===== src/rtl/npu_tdr_pkg.sv =====
// Shared types, register codes and constants for the task dispatch register block.
package npu_tdr_pkg;

   // Field widths
   localparam int DATA_W      = 64;
   localparam int CODE_W      = 32;
   localparam int IDX_W       = 5;
   localparam int CORE_W      = 3;
   localparam int SLOT_W      = 3;
   localparam int ARG_COUNT   = 8;
   localparam int STACK_SHIFT = 14;   // one stack is 0x4000 bytes
   localparam int MAX_CORES   = 8;

   localparam int DEFAULT_NPU_CORES = 4;

   // Operation kinds
   typedef enum logic [1:0] {
      OP_READ   = 2'd0,
      OP_WRITE  = 2'd1,
      OP_FINISH = 2'd2,
      OP_RSVD   = 2'd3
   } op_type;

   // Result status codes
   typedef enum logic [1:0] {
      ST_OK        = 2'd0,
      ST_UNMAPPED  = 2'd1,
      ST_BUSY      = 2'd2,
      ST_IDLE_EXIT = 2'd3
   } status_type;

   // Register map
   localparam logic [IDX_W-1:0] REG_STATUS = 5'd0;
   localparam logic [IDX_W-1:0] REG_START  = 5'd1;
   localparam logic [IDX_W-1:0] REG_PC     = 5'd2;

   // One result word
   typedef struct packed {
      status_type          status;
      logic [DATA_W-1:0]   read_data;
      logic                launch_valid;
      logic [CORE_W-1:0]   launch_core;
      logic [DATA_W-1:0]   launch_pc;
      logic [DATA_W-1:0]   launch_sp;
      logic [DATA_W-1:0]   launch_tp;
      logic [SLOT_W-1:0]   arg_slot;
      logic [DATA_W-1:0]   arg_value;
      logic                last;
   } rsp_word_type;

   // Decoded outcome of one request word
   typedef struct packed {
      status_type          status;
      logic [DATA_W-1:0]   read_data;
      logic                start_go;
   } decode_type;

endpackage


===== src/rtl/npu_task_dispatch_regs_unit.sv =====
// Top level of the task dispatch register block: handshakes and result register.
// A request word is answered in the cycle after acceptance (result register); the
//   first launch word of a start passes the active flag, then the result register.
// Throughput: one request word per cycle while the result channel is not stalled; a
//   launching start emits NPU_CORES*8 launch words, one per cycle while not stalled.
// Requests are held off while the launch burst runs.
// Reset (synchronous): busy bitmap, exit codes, pc, arguments and stack end cleared.
module npu_task_dispatch_regs_unit #(
   parameter int NPU_CORES = npu_tdr_pkg::DEFAULT_NPU_CORES
) (
   input  logic          clock,
   input  logic          reset,
   // request channel
   input  logic          req_tvalid,
   output logic          req_tready,
   input  logic [1:0]    req_tuser,   // operation
   input  logic [103:0]  req_tdata,   // reg_index, write_data, finish_core, finish_code
   // result channel
   output logic          rsp_tvalid,
   input  logic          rsp_tready,
   output logic          rsp_tuser,   // launch_valid
   output logic          rsp_tlast,   // last
   output logic [327:0]  rsp_tdata,   // status, read_data, launch_core, launch_pc,
                                      // launch_sp, launch_tp, arg_slot, arg_value
   // configuration
   input  logic          csr_wr_en,
   input  logic [63:0]   csr_wr_data
);

   npu_tdr_pkg::decode_type           decode;
   npu_tdr_pkg::rsp_word_type         launch;
   npu_tdr_pkg::rsp_word_type         plain;
   npu_tdr_pkg::rsp_word_type         out_ff, out_in;
   logic                              out_valid_ff, out_valid_in;
   logic [npu_tdr_pkg::DATA_W-1:0]    task_pc;
   logic [npu_tdr_pkg::DATA_W-1:0]    arg_value;
   logic [npu_tdr_pkg::SLOT_W-1:0]    arg_slot;
   logic                              burst_active;
   logic                              out_free;
   logic                              req_take;
   logic                              load_plain;
   logic                              advance;

   assign out_free   = !out_valid_ff || rsp_tready;
   assign req_tready = !burst_active && out_free;
   assign req_take   = req_tvalid && req_tready;
   assign load_plain = req_take && !decode.start_go;
   assign advance    = burst_active && out_free;

   npu_tdr_regs #(
      .NPU_CORES (NPU_CORES)
   ) u_regs (
      .clock       (clock),
      .reset       (reset),
      .item_take   (req_take),
      .operation   (npu_tdr_pkg::op_type'(req_tuser)),
      .reg_index   (req_tdata[4:0]),
      .write_data  (req_tdata[68:5]),
      .finish_core (req_tdata[71:69]),
      .finish_code (req_tdata[103:72]),
      .arg_slot    (arg_slot),
      .decode      (decode),
      .task_pc     (task_pc),
      .arg_value   (arg_value)
   );

   npu_tdr_launch #(
      .NPU_CORES (NPU_CORES)
   ) u_launch (
      .clock       (clock),
      .reset       (reset),
      .csr_wr_en   (csr_wr_en),
      .csr_wr_data (csr_wr_data),
      .start_go    (req_take && decode.start_go),
      .advance     (advance),
      .task_pc     (task_pc),
      .arg_value   (arg_value),
      .active      (burst_active),
      .arg_slot    (arg_slot),
      .launch      (launch)
   );

   // Single result word for everything but a launching start
   always_comb begin
      plain           = '0;
      plain.status    = decode.status;
      plain.read_data = decode.read_data;
      plain.last      = 1'b1;
   end

   // Result register
   always_comb begin
      out_in       = out_ff;
      out_valid_in = out_valid_ff;
      priority if (load_plain) begin
         out_in       = plain;
         out_valid_in = 1'b1;
      end else if (advance) begin
         out_in       = launch;
         out_valid_in = 1'b1;
      end else if (rsp_tready) begin
         out_valid_in = 1'b0;
      end
   end

   always_ff @(posedge clock) begin
      if (reset) begin
         out_valid_ff <= 1'b0;
      end else begin
         out_valid_ff <= out_valid_in;
      end
   end

   always_ff @(posedge clock) begin
      out_ff <= out_in;
   end

   assign rsp_tvalid = out_valid_ff;
   assign rsp_tuser  = out_ff.launch_valid;
   assign rsp_tlast  = out_ff.last;
   assign rsp_tdata  = {out_ff.arg_value, out_ff.arg_slot, out_ff.launch_tp,
                        out_ff.launch_sp, out_ff.launch_pc, out_ff.launch_core,
                        out_ff.read_data, out_ff.status};

endmodule


===== src/rtl/npu_tdr_regs.sv =====
// Task state registers (pc, arguments, busy bitmap, exit codes) and request decode.
module npu_tdr_regs #(
   parameter int NPU_CORES = npu_tdr_pkg::DEFAULT_NPU_CORES
) (
   input  logic                                 clock,
   input  logic                                 reset,
   input  logic                                 item_take,
   input  npu_tdr_pkg::op_type                  operation,
   input  logic [npu_tdr_pkg::IDX_W-1:0]        reg_index,
   input  logic [npu_tdr_pkg::DATA_W-1:0]       write_data,
   input  logic [npu_tdr_pkg::CORE_W-1:0]       finish_core,
   input  logic [npu_tdr_pkg::CODE_W-1:0]       finish_code,
   input  logic [npu_tdr_pkg::SLOT_W-1:0]       arg_slot,
   output npu_tdr_pkg::decode_type              decode,
   output logic [npu_tdr_pkg::DATA_W-1:0]       task_pc,
   output logic [npu_tdr_pkg::DATA_W-1:0]       arg_value
);

   localparam int CIW = (NPU_CORES > 1) ? $clog2(NPU_CORES) : 1;

   logic [NPU_CORES-1:0]              busy_ff, busy_in;
   logic [npu_tdr_pkg::CODE_W-1:0]    exit_ff [NPU_CORES];
   logic [npu_tdr_pkg::CODE_W-1:0]    exit_in [NPU_CORES];
   logic [npu_tdr_pkg::DATA_W-1:0]    pc_ff, pc_in;
   logic [npu_tdr_pkg::DATA_W-1:0]    args_ff [npu_tdr_pkg::ARG_COUNT];
   logic [npu_tdr_pkg::DATA_W-1:0]    args_in [npu_tdr_pkg::ARG_COUNT];

   logic             exit_hit;
   logic             arg_hit;
   logic             fin_hit;
   logic [CIW-1:0]   exit_idx;
   logic [CIW-1:0]   fin_idx;

   // Address decode
   assign exit_hit = reg_index[4] && ({1'b0, reg_index[3:0]} < 5'(NPU_CORES));
   assign arg_hit  = (reg_index[4:3] == 2'b01);
   assign fin_hit  = ({1'b0, finish_core} < 4'(NPU_CORES));
   assign exit_idx = reg_index[CIW-1:0];
   assign fin_idx  = finish_core[CIW-1:0];

   // Status and read data for the word
   always_comb begin
      decode.status    = npu_tdr_pkg::ST_UNMAPPED;
      decode.read_data = '0;
      decode.start_go  = 1'b0;
      unique case (operation)
         npu_tdr_pkg::OP_READ: begin
            if (reg_index == npu_tdr_pkg::REG_STATUS) begin
               decode.status    = npu_tdr_pkg::ST_OK;
               decode.read_data = npu_tdr_pkg::DATA_W'(busy_ff);
            end else if (exit_hit) begin
               decode.status    = npu_tdr_pkg::ST_OK;
               decode.read_data = npu_tdr_pkg::DATA_W'(exit_ff[exit_idx]);
            end
         end
         npu_tdr_pkg::OP_WRITE: begin
            if (reg_index == npu_tdr_pkg::REG_START) begin
               if (busy_ff != '0) begin
                  decode.status = npu_tdr_pkg::ST_BUSY;
               end else begin
                  decode.status   = npu_tdr_pkg::ST_OK;
                  decode.start_go = 1'b1;
               end
            end else if (exit_hit) begin
               decode.status = busy_ff[exit_idx] ? npu_tdr_pkg::ST_OK
                                                 : npu_tdr_pkg::ST_IDLE_EXIT;
            end else if (reg_index == npu_tdr_pkg::REG_PC || arg_hit) begin
               decode.status = npu_tdr_pkg::ST_OK;
            end
         end
         npu_tdr_pkg::OP_FINISH: decode.status = npu_tdr_pkg::ST_OK;
         default:                decode.status = npu_tdr_pkg::ST_UNMAPPED;
      endcase
   end

   // Next state
   always_comb begin
      busy_in = busy_ff;
      pc_in   = pc_ff;
      exit_in = exit_ff;
      args_in = args_ff;
      if (item_take) begin
         if (decode.start_go) begin
            busy_in = '1;
            for (int c = 0; c < NPU_CORES; c++) begin
               exit_in[c] = '0;
            end
         end
         if (operation == npu_tdr_pkg::OP_WRITE) begin
            if (reg_index == npu_tdr_pkg::REG_PC) begin
               pc_in = write_data;
            end
            if (arg_hit) begin
               args_in[reg_index[2:0]] = write_data;
            end
         end
         if (operation == npu_tdr_pkg::OP_FINISH && fin_hit) begin
            busy_in[fin_idx] = 1'b0;
            exit_in[fin_idx] = finish_code;
         end
      end
   end

   always_ff @(posedge clock) begin
      if (reset) begin
         busy_ff <= '0;
         pc_ff   <= '0;
         for (int c = 0; c < NPU_CORES; c++) begin
            exit_ff[c] <= '0;
         end
         for (int a = 0; a < npu_tdr_pkg::ARG_COUNT; a++) begin
            args_ff[a] <= '0;
         end
      end else begin
         busy_ff <= busy_in;
         pc_ff   <= pc_in;
         exit_ff <= exit_in;
         args_ff <= args_in;
      end
   end

   assign task_pc   = pc_ff;
   assign arg_value = args_ff[arg_slot];

endmodule


===== src/rtl/npu_tdr_launch.sv =====
// Launch burst sequencer: steps through cores and argument slots, builds launch words.
module npu_tdr_launch #(
   parameter int NPU_CORES = npu_tdr_pkg::DEFAULT_NPU_CORES
) (
   input  logic                                 clock,
   input  logic                                 reset,
   input  logic                                 csr_wr_en,
   input  logic [npu_tdr_pkg::DATA_W-1:0]       csr_wr_data,
   input  logic                                 start_go,
   input  logic                                 advance,
   input  logic [npu_tdr_pkg::DATA_W-1:0]       task_pc,
   input  logic [npu_tdr_pkg::DATA_W-1:0]       arg_value,
   output logic                                 active,
   output logic [npu_tdr_pkg::SLOT_W-1:0]       arg_slot,
   output npu_tdr_pkg::rsp_word_type            launch
);

   localparam int CIW = (NPU_CORES > 1) ? $clog2(NPU_CORES) : 1;
   localparam logic [CIW-1:0] LAST_CORE = CIW'(NPU_CORES - 1);
   localparam logic [npu_tdr_pkg::SLOT_W-1:0] LAST_SLOT =
      npu_tdr_pkg::SLOT_W'(npu_tdr_pkg::ARG_COUNT - 1);

   logic [npu_tdr_pkg::DATA_W-1:0]  stack_end_ff;
   logic                            active_ff, active_in;
   logic [CIW-1:0]                  core_ff, core_in;
   logic [npu_tdr_pkg::SLOT_W-1:0]  slot_ff, slot_in;
   logic                            last_word;
   logic [npu_tdr_pkg::DATA_W-1:0]  sp_off, tp_off;

   // Stack end register
   always_ff @(posedge clock) begin
      if (reset) begin
         stack_end_ff <= '0;
      end else if (csr_wr_en) begin
         stack_end_ff <= csr_wr_data;
      end
   end

   assign last_word = (core_ff == LAST_CORE) && (slot_ff == LAST_SLOT);

   // Burst counter: slot minor, core major
   always_comb begin
      active_in = active_ff;
      core_in   = core_ff;
      slot_in   = slot_ff;
      priority if (start_go) begin
         active_in = 1'b1;
         core_in   = '0;
         slot_in   = '0;
      end else if (advance) begin
         if (last_word) begin
            active_in = 1'b0;
         end else if (slot_ff == LAST_SLOT) begin
            slot_in = '0;
            core_in = core_ff + 1'b1;
         end else begin
            slot_in = slot_ff + 1'b1;
         end
      end
   end

   always_ff @(posedge clock) begin
      if (reset) begin
         active_ff <= 1'b0;
         core_ff   <= '0;
         slot_ff   <= '0;
      end else begin
         active_ff <= active_in;
         core_ff   <= core_in;
         slot_ff   <= slot_in;
      end
   end

   // Stack and thread pointers, both taken straight off the stack end
   assign sp_off = npu_tdr_pkg::DATA_W'(core_ff) << npu_tdr_pkg::STACK_SHIFT;
   assign tp_off = (npu_tdr_pkg::DATA_W'(core_ff) + 1'b1) << npu_tdr_pkg::STACK_SHIFT;

   always_comb begin
      launch              = '0;
      launch.status       = npu_tdr_pkg::ST_OK;
      launch.launch_valid = 1'b1;
      launch.launch_core  = npu_tdr_pkg::CORE_W'(core_ff);
      launch.launch_pc    = task_pc;
      launch.launch_sp    = stack_end_ff - sp_off;
      launch.launch_tp    = stack_end_ff - tp_off;
      launch.arg_slot     = slot_ff;
      launch.arg_value    = arg_value;
      launch.last         = last_word;
   end

   assign active   = active_ff;
   assign arg_slot = slot_ff;

endmodule

===== config.mk =====
export PLATFORM = sky130hd
export DESIGN_NAME = npu_task_dispatch_regs_unit
export DESIGN_NICKNAME = d
export VERILOG_FILES = /design/src/rtl/npu_tdr_pkg.sv /design/src/rtl/npu_task_dispatch_regs_unit.sv /design/src/rtl/npu_tdr_regs.sv /design/src/rtl/npu_tdr_launch.sv
export SDC_FILE = /design/constraint.sdc
export NUM_CORES = 2
export LEC_CHECK = 0
export BUFFER_PORTS_ARGS = -buffer_cell sky130_fd_sc_hd__buf_2
export CORE_UTILIZATION = 43
export CTS_CLUSTER_DIAMETER = 50
export DETAILED_ROUTE_END_ITERATION = 16
export GPL_ROUTABILITY_DRIVEN = 0
export GPL_TIMING_DRIVEN = 0
export SLEW_MARGIN = 20
export SYNTH_ARGS = -nofsm -noshare
export SYNTH_HDL_FRONTEND = slang
export SYNTH_SLANG_ARGS = --single-unit

===== constraint.sdc =====
create_clock -name clock -period 8.95 [get_ports clock]
set_input_delay 1.79 -clock clock [delete_from_list [all_inputs] [get_ports clock]]
set_output_delay 1.79 -clock clock [all_outputs]
set_load 0.01 [all_outputs]

---- Word-level counts from Yosys, hierarchy flattened ----
Cells that the tools add are included.
cells by class
  add/subtract/negate cells ............... 5
  multiplexer cells ....................... 43
  shift operators ......................... 0
  equal/unequal tests ..................... 7
  reductions and logical operators ........ 29
  multipliers ............................. 0
  magnitude comparators ................... 11
  bitwise operators ....................... 7
  divide/modulo/power cells ............... 0
operators with widths
  operator              number
  $mux W330             2
  $bwmux W512           1
  $mux W128             3
  $mux W64              4
  $bmux W64 S3          1
  $demux W64 S3         1
  $mux W65              2
  $bwmux W128           1
  $mux W32              3
  $bmux W32 S2          1
  $demux W32 S2         1
  $sub A64 B16 Y64      1
  $sub A64 B64 Y64      1
  $mux W1               12
  $mux W4               3
  $logic_and A1 B1 Y1   11
  $reduce_and A3 Y1     3
  $ge A4 B4 Y1 const B  2
  $mux W2               4
  $not A3 Y4            2
  $ge A3 B3 Y1 const B  2
  $lt A2 B3 Y1 const B  2
  $not A2 Y3            2
  $pmux W2 S3           1
  other kinds (28)      36
word-level totals
  bits in latches ......................... 0
  memories ................................ 0
  memory bits (read-only) ................. 0
  memory bits (writable) .................. 0
  word-level logic and storage cells ...... 131
  bits of input ports ..................... 175
  output and inout port bits .............. 332
  flip-flop bits (word level) ............. 1108

---- Logic depth before layout (Yosys ltp) ----
  depth in word-level cells ............... 8
  depth in mapped cells ................... 9
  mapped depth without buffers ............ 9

---- By module ----
Synthesis repeated with hierarchy kept, for this count alone.
unflattened totals
  cells, all modules ...................... 5057
  area total of the unflattened synthesis .. 47126.4 µm²
modules (own cells, without submodules)
  module                       times used  area an instance (µm²)  cells each  sequential area each (µm²)
  npu_tdr_regs                 1           29901.2                 3526        14173.6
  npu_task_dispatch_regs_unit  1           10852.9                 747         7287.0
  npu_tdr_launch               1           6372.4                  784         1401.3

---- Worst setup path after synthesis ----
OpenSTA, ideal clock, no wires.
  path kind ............................... input to register
  start point ............................. input port req_tdata[0]
  end point ............................... register out_ff (netlist bit rsp_tdata[0]) (enable)
  library setup time ...................... 0.492 ns
  arrival time ............................ 3.817 ns
  required time ........................... 8.458 ns
  path buffers ............................ 3
  slack ................................... 4.642 ns
  stages on the path ...................... 7
  path through ............................ clkbuf_1 > inv_2 > or3_1 > o21ai_1 > buf_6 > buf_2 > nand2_1
between the ends
  cells in the longest elaborated chain, start to end .. 6
RTL lines
  item                          line                                text
  start: declaration            npu_task_dispatch_regs_unit.sv:17   input logic [103:0] req_tdata,
  $eq A5 B1 Y1                  npu_tdr_regs.sv:57                  if (reg_index == npu_tdr_pkg::REG_START) begin
  $mux W1                       npu_tdr_regs.sv:57
  $mux W1                       npu_tdr_regs.sv:46                  unique case (operation)
  $logic_not A1 Y1              npu_task_dispatch_regs_unit.sv:47   assign load_plain = req_take && !decode.start_go;
  $logic_and A1 B1 Y1           npu_task_dispatch_regs_unit.sv:47
  $reduce_bool A2 Y1 (no line)  --
  end signal: assignment        npu_task_dispatch_regs_unit.sv:115  out_ff <= out_in;
  end: declaration              npu_task_dispatch_regs_unit.sv:33   npu_tdr_pkg::rsp_word_type out_ff, out_in;
No other way between the ends.
A chain may end at the register's enable or synchronous reset.

---- Final worst setup path ----
  start point ............................. input port rsp_tready
  end point ............................... output port req_tready
between the ends
  cells in the longest elaborated chain, start to end .. 2
RTL lines
  item                 line                               text
  start: declaration   npu_task_dispatch_regs_unit.sv:20  input logic rsp_tready,
  $logic_or A1 B1 Y1   npu_task_dispatch_regs_unit.sv:44  assign out_free = !out_valid_ff || rsp_tready;
  $logic_and A1 B1 Y1  npu_task_dispatch_regs_unit.sv:45  assign req_tready = !burst_active && out_free;
  end: declaration     npu_task_dispatch_regs_unit.sv:15  output logic req_tready,
No other way between the ends.

==> flow_summary_export.csv <==
group,metric,value,unit
synthesis,synth_xor_area_share,1.479,%
synthesis,synth_top_area_share,46.97,%
clock_tree,numCtsBuffers,133,
global_routing,gr-total-overflow,0,
worst_setup_path,end_kind,"output pin",
place,portBuffers,405,
global_routing,antenna_found_initial,20,
clock_tree,cts_resized,0,
worst_setup_path,regToRegSetupSlack,5.36,ns
synthesis,syn_area,43820,um2
power_and_ir_drop,p_per_area,208.0,nW/um2
hold_path,hold_start,"u_launch.stack_end_ff[3]$_SDFFE_PP0P_",
detailed_routing,drtIter0Drc,3182,
detailed_routing,vias,38793,
worst_setup_path,cp-start-kind,"input pin",
die,rows,116,
synthesis,synth_top_cells_by_count,"nand2_1 (1626), dfxtp_1 (1028), a21oi_1 (840)",
worst_setup_path,r2r-start,"u_launch.active$_SDFFE_PP0P_",
layout,final_nets,5866,
layout,fin_area,52440,um2
synthesis,yosys_warnings,0,
layout,synthToLayoutAreaGrowth,19.68,%
detailed_routing,vias_per_cell,5.422,
worst_setup_path,critical_path_class,"input pin to output pin",
synthesis,synth_area_leaders,"dfxtp_1 (47%), nand2_1 (14%), a21oi_1 (9.6%)",
synthesis,async_flop_share,0,%
worst_setup_path,r2r_cells,8,
global_routing,grt_start_max_net_pins,29,
synthesis,synth-main-ff-cell,"dfxtp_1",
die,coreArea,100600,um2
worst_setup_path,path_max_fanout,10,
global_routing,grt_pass1_vias,36555,
clock_tree,cts_sinks,1062,
synthesis,ys_seq_area_share,49.30,%
synthesis,ys_types,63,
die,start_util,43.56,%
place,hpwl,113200,um
hold_path,hold_depth,2,
layout,instances_no_fill,7155,
clock_tree,cts_root_buf,"clkbuf_16",
place,dp.cells,6903,
timing,finalMaxSlewViolations,0,
timing,timing.slew.headroom,18.71,%
detailed_routing,route.antenna.remaining_nets,0,
timing,final_hold_viol_count,0,
layout,final_core_utilization,52.14,%
die,io_pins,507,
hold_path,holdPathEnd,"rsp_tdata[136]$_SDFFE_PP0P_",
timing,tightestPinTransition,1.216,ns
clock_tree,htreeDepth,4,
die,die_h,321.2,um
flow_run,maxCapViolations,0,
synthesis,synthMuxAreaShare,11.25,%
power_and_ir_drop,total_leakage_power,18.44,nW
hold_path,hold_class,"flop to flop",
layout,seqCellArea,21600,um2
detailed_routing,wl_per_cell,21.80,um
clock_tree,cts_setup_buffers,0,
place,dpl_cell_area,47850,um2
clock_tree,clkSlewWorstSetupHoldPaths,0.06,ns
layout,fillers,9633,
synthesis,synth_cells,5101,
die,die_area,103200,um2
worst_setup_path,worst_ep_required_time,7.16,ns
clock_tree,cts.path.max_buffers,3,
global_routing,grt.total_usage,29.56,%
global_routing,grt_first_pass_wirelength,230500,um
synthesis,yosys.area_share.adder,0.3198,%
worst_setup_path,reg2reg_to,"u_regs.args_ff[420]$_SDFFE_PP0P_",
clock_tree,cts_tree,"built",
detailed_routing,drcViolationCount,0,
clock_tree,clkLatencyLatePin,0.74,ns
timing,finalSetupTns,0,ns
timing,clock_skew,0.02692,ns
detailed_routing,drt_wl_total,155900,um
clock_tree,cts_hold_buffers,0,
timing,fin_crit,4.631,ns
synthesis,syn_avg_cell_area,8.590,um2
synthesis,synth_top_area_cell,"dfxtp_1",
timing,max_freq,0.2159,GHz
run_status,status,"finished clean",
synthesis,synth-simple-area-share,19.77,%
power_and_ir_drop,p_total,10.91,mW
timing,post-route-period-util,51.74,%
power_and_ir_drop,vdd_drop_max,0.1482,mV
synthesis,synth_compound_area_share,12.42,%
layout,drive_gt1_share,16.13,%
synthesis,ys_seq_elements,1062,
worst_setup_path,crit_arrival,2.84,ns
synthesis,yosysMostFrequentCell,"nand2_1",
detailed_routing,first_pass_iters,5,
synthesis,synth_top_family_by_area,"simple AND/OR/NAND/NOR gates",
timing,rsz0062_at_grt,"no",
timing,setup_viol,0,
layout,multiInputGateArea,20010,um2
synthesis,synth-edff-count,34,
die,die_x,321.2,um
-- final cells by class --
cell class | instances | share of cell area (%)
diodes | 15 | 0.07158
plain buffers | 528 | 4.510
clock buffers | 189 | 7.473
clock inverters | 48 | 1.174
inverters | 11 | 0.07874
multi-input cells | 3532 | 38.16
flip-flops and latches | 1062 | 41.19
well taps | 1357 | 3.238
repair buffers | 413 | 4.106
-- per-layer routing --
| metal | GRT usage, % | up-vias | share of wire [%] | wire length, um |
|---|---|---|---|---|
| met5 | 0 | - | 0.051 | 80 |
| met4 | 10.52 | 12 | 3.0 | 4656 |
| met3 | 6.976 | 280 | 8.5 | 13260 |
| met2 | 47.92 | 1512 | 47 | 72880 |
| met1 | 38.36 | 18620 | 42 | 65070 |
| li1 | - | 18369 | - | - |
-- worst max-delay path, stage by stage --
cell	delay [ns]
buf_2	0.08
nand2b_1	0.31
buf_6	0.22
nor2b_1	0.22
buf_2	0.21
-- metrics by stage --
step	hold WS, ns	worst slack, ns
floorplan	0.4312	4.642
finish	0.4297	4.319
detailed placement	0.4419	3.845
CTS	0.4310	4.354
global route	0.4589	4.232
global placement	0.4348	2.903
-- worst max-delay path by stage --
stage	startpoint	to	slack, ns	depth (start not counted)
2_1_floorplan	req_tdata[0]	rsp_tdata[0]$_DFFE_PP_	4.64	7
3_3_place_gp	rsp_tready	rsp_tdata[14]$_DFFE_PP_	2.90	7
3_5_place_dp	req_tdata[0]	u_regs.args_ff[420]$_SDFFE_PP0P_	3.85	6
4_1_cts	rsp_tready	req_tready	4.35	5
5_1_grt	rsp_tready	req_tready	4.23	5
6_report	rsp_tready	req_tready	4.32	5
-- sequential cells by signal (all words and copies together), names as in the netlist, 2 cells and up --
signal and cells:
u_launch.arg_slot 3, u_regs.args_ff 512, u_regs.exit_ff 128, u_regs.busy_ff 4
rsp_tdata 281, u_launch.stack_end_ff 64, u_regs.task_pc 64, u_launch.core_ff 2
-- logic make-up (layout without fill, tap and decap cells) --
logic type / after synthesis / count (layout)
adder cells (fa/ha/maj): 10 / 10
AO/OA/AOI/OAI: 1022 / 1022
other: 1 / 48
flip-flops: 1062 / 1062
AND/OR/NAND/NOR: 2102 / 2102
XOR/XNOR: 74 / 74
buffers and inverters: 539 / 1189
multiplexers: 291 / 291
-- where the power goes --
part,total (mW),leakage (nW),internal (mW),switching (mW)
logic,0.563,7.58,0.162,0.401
clock network,5.53,2.23,3.40,2.13
registers,4.82,8.64,4.79,0.0260
total,10.9,18.4,8.36,2.55
-- cells in the final DEF, fill, tap and decap left out, types with 43 or more instances in the layout --
| master | netlist | final |
|---|---|---|
| clkbuf_16 | 0 | 141 |
| a21oi_1 | 840 | 840 |
| xnor2_1 | 50 | 50 |
| nand2_1 | 1626 | 1625 |
| dfxtp_1 | 1028 | 1028 |
| buf_4 | 58 | 58 |
| nor3_1 | 44 | 43 |
| nor2_1 | 218 | 218 |
| clkbuf_1 | 399 | 413 |
| mux4_2 | 161 | 161 |
| buf_2 | 27 | 432 |
| o21ai_0 | 49 | 49 |
| mux2i_1 | 130 | 130 |
| a211oi_1 | 98 | 97 |
No activity file was read; power rests on OpenSTA's default activity.
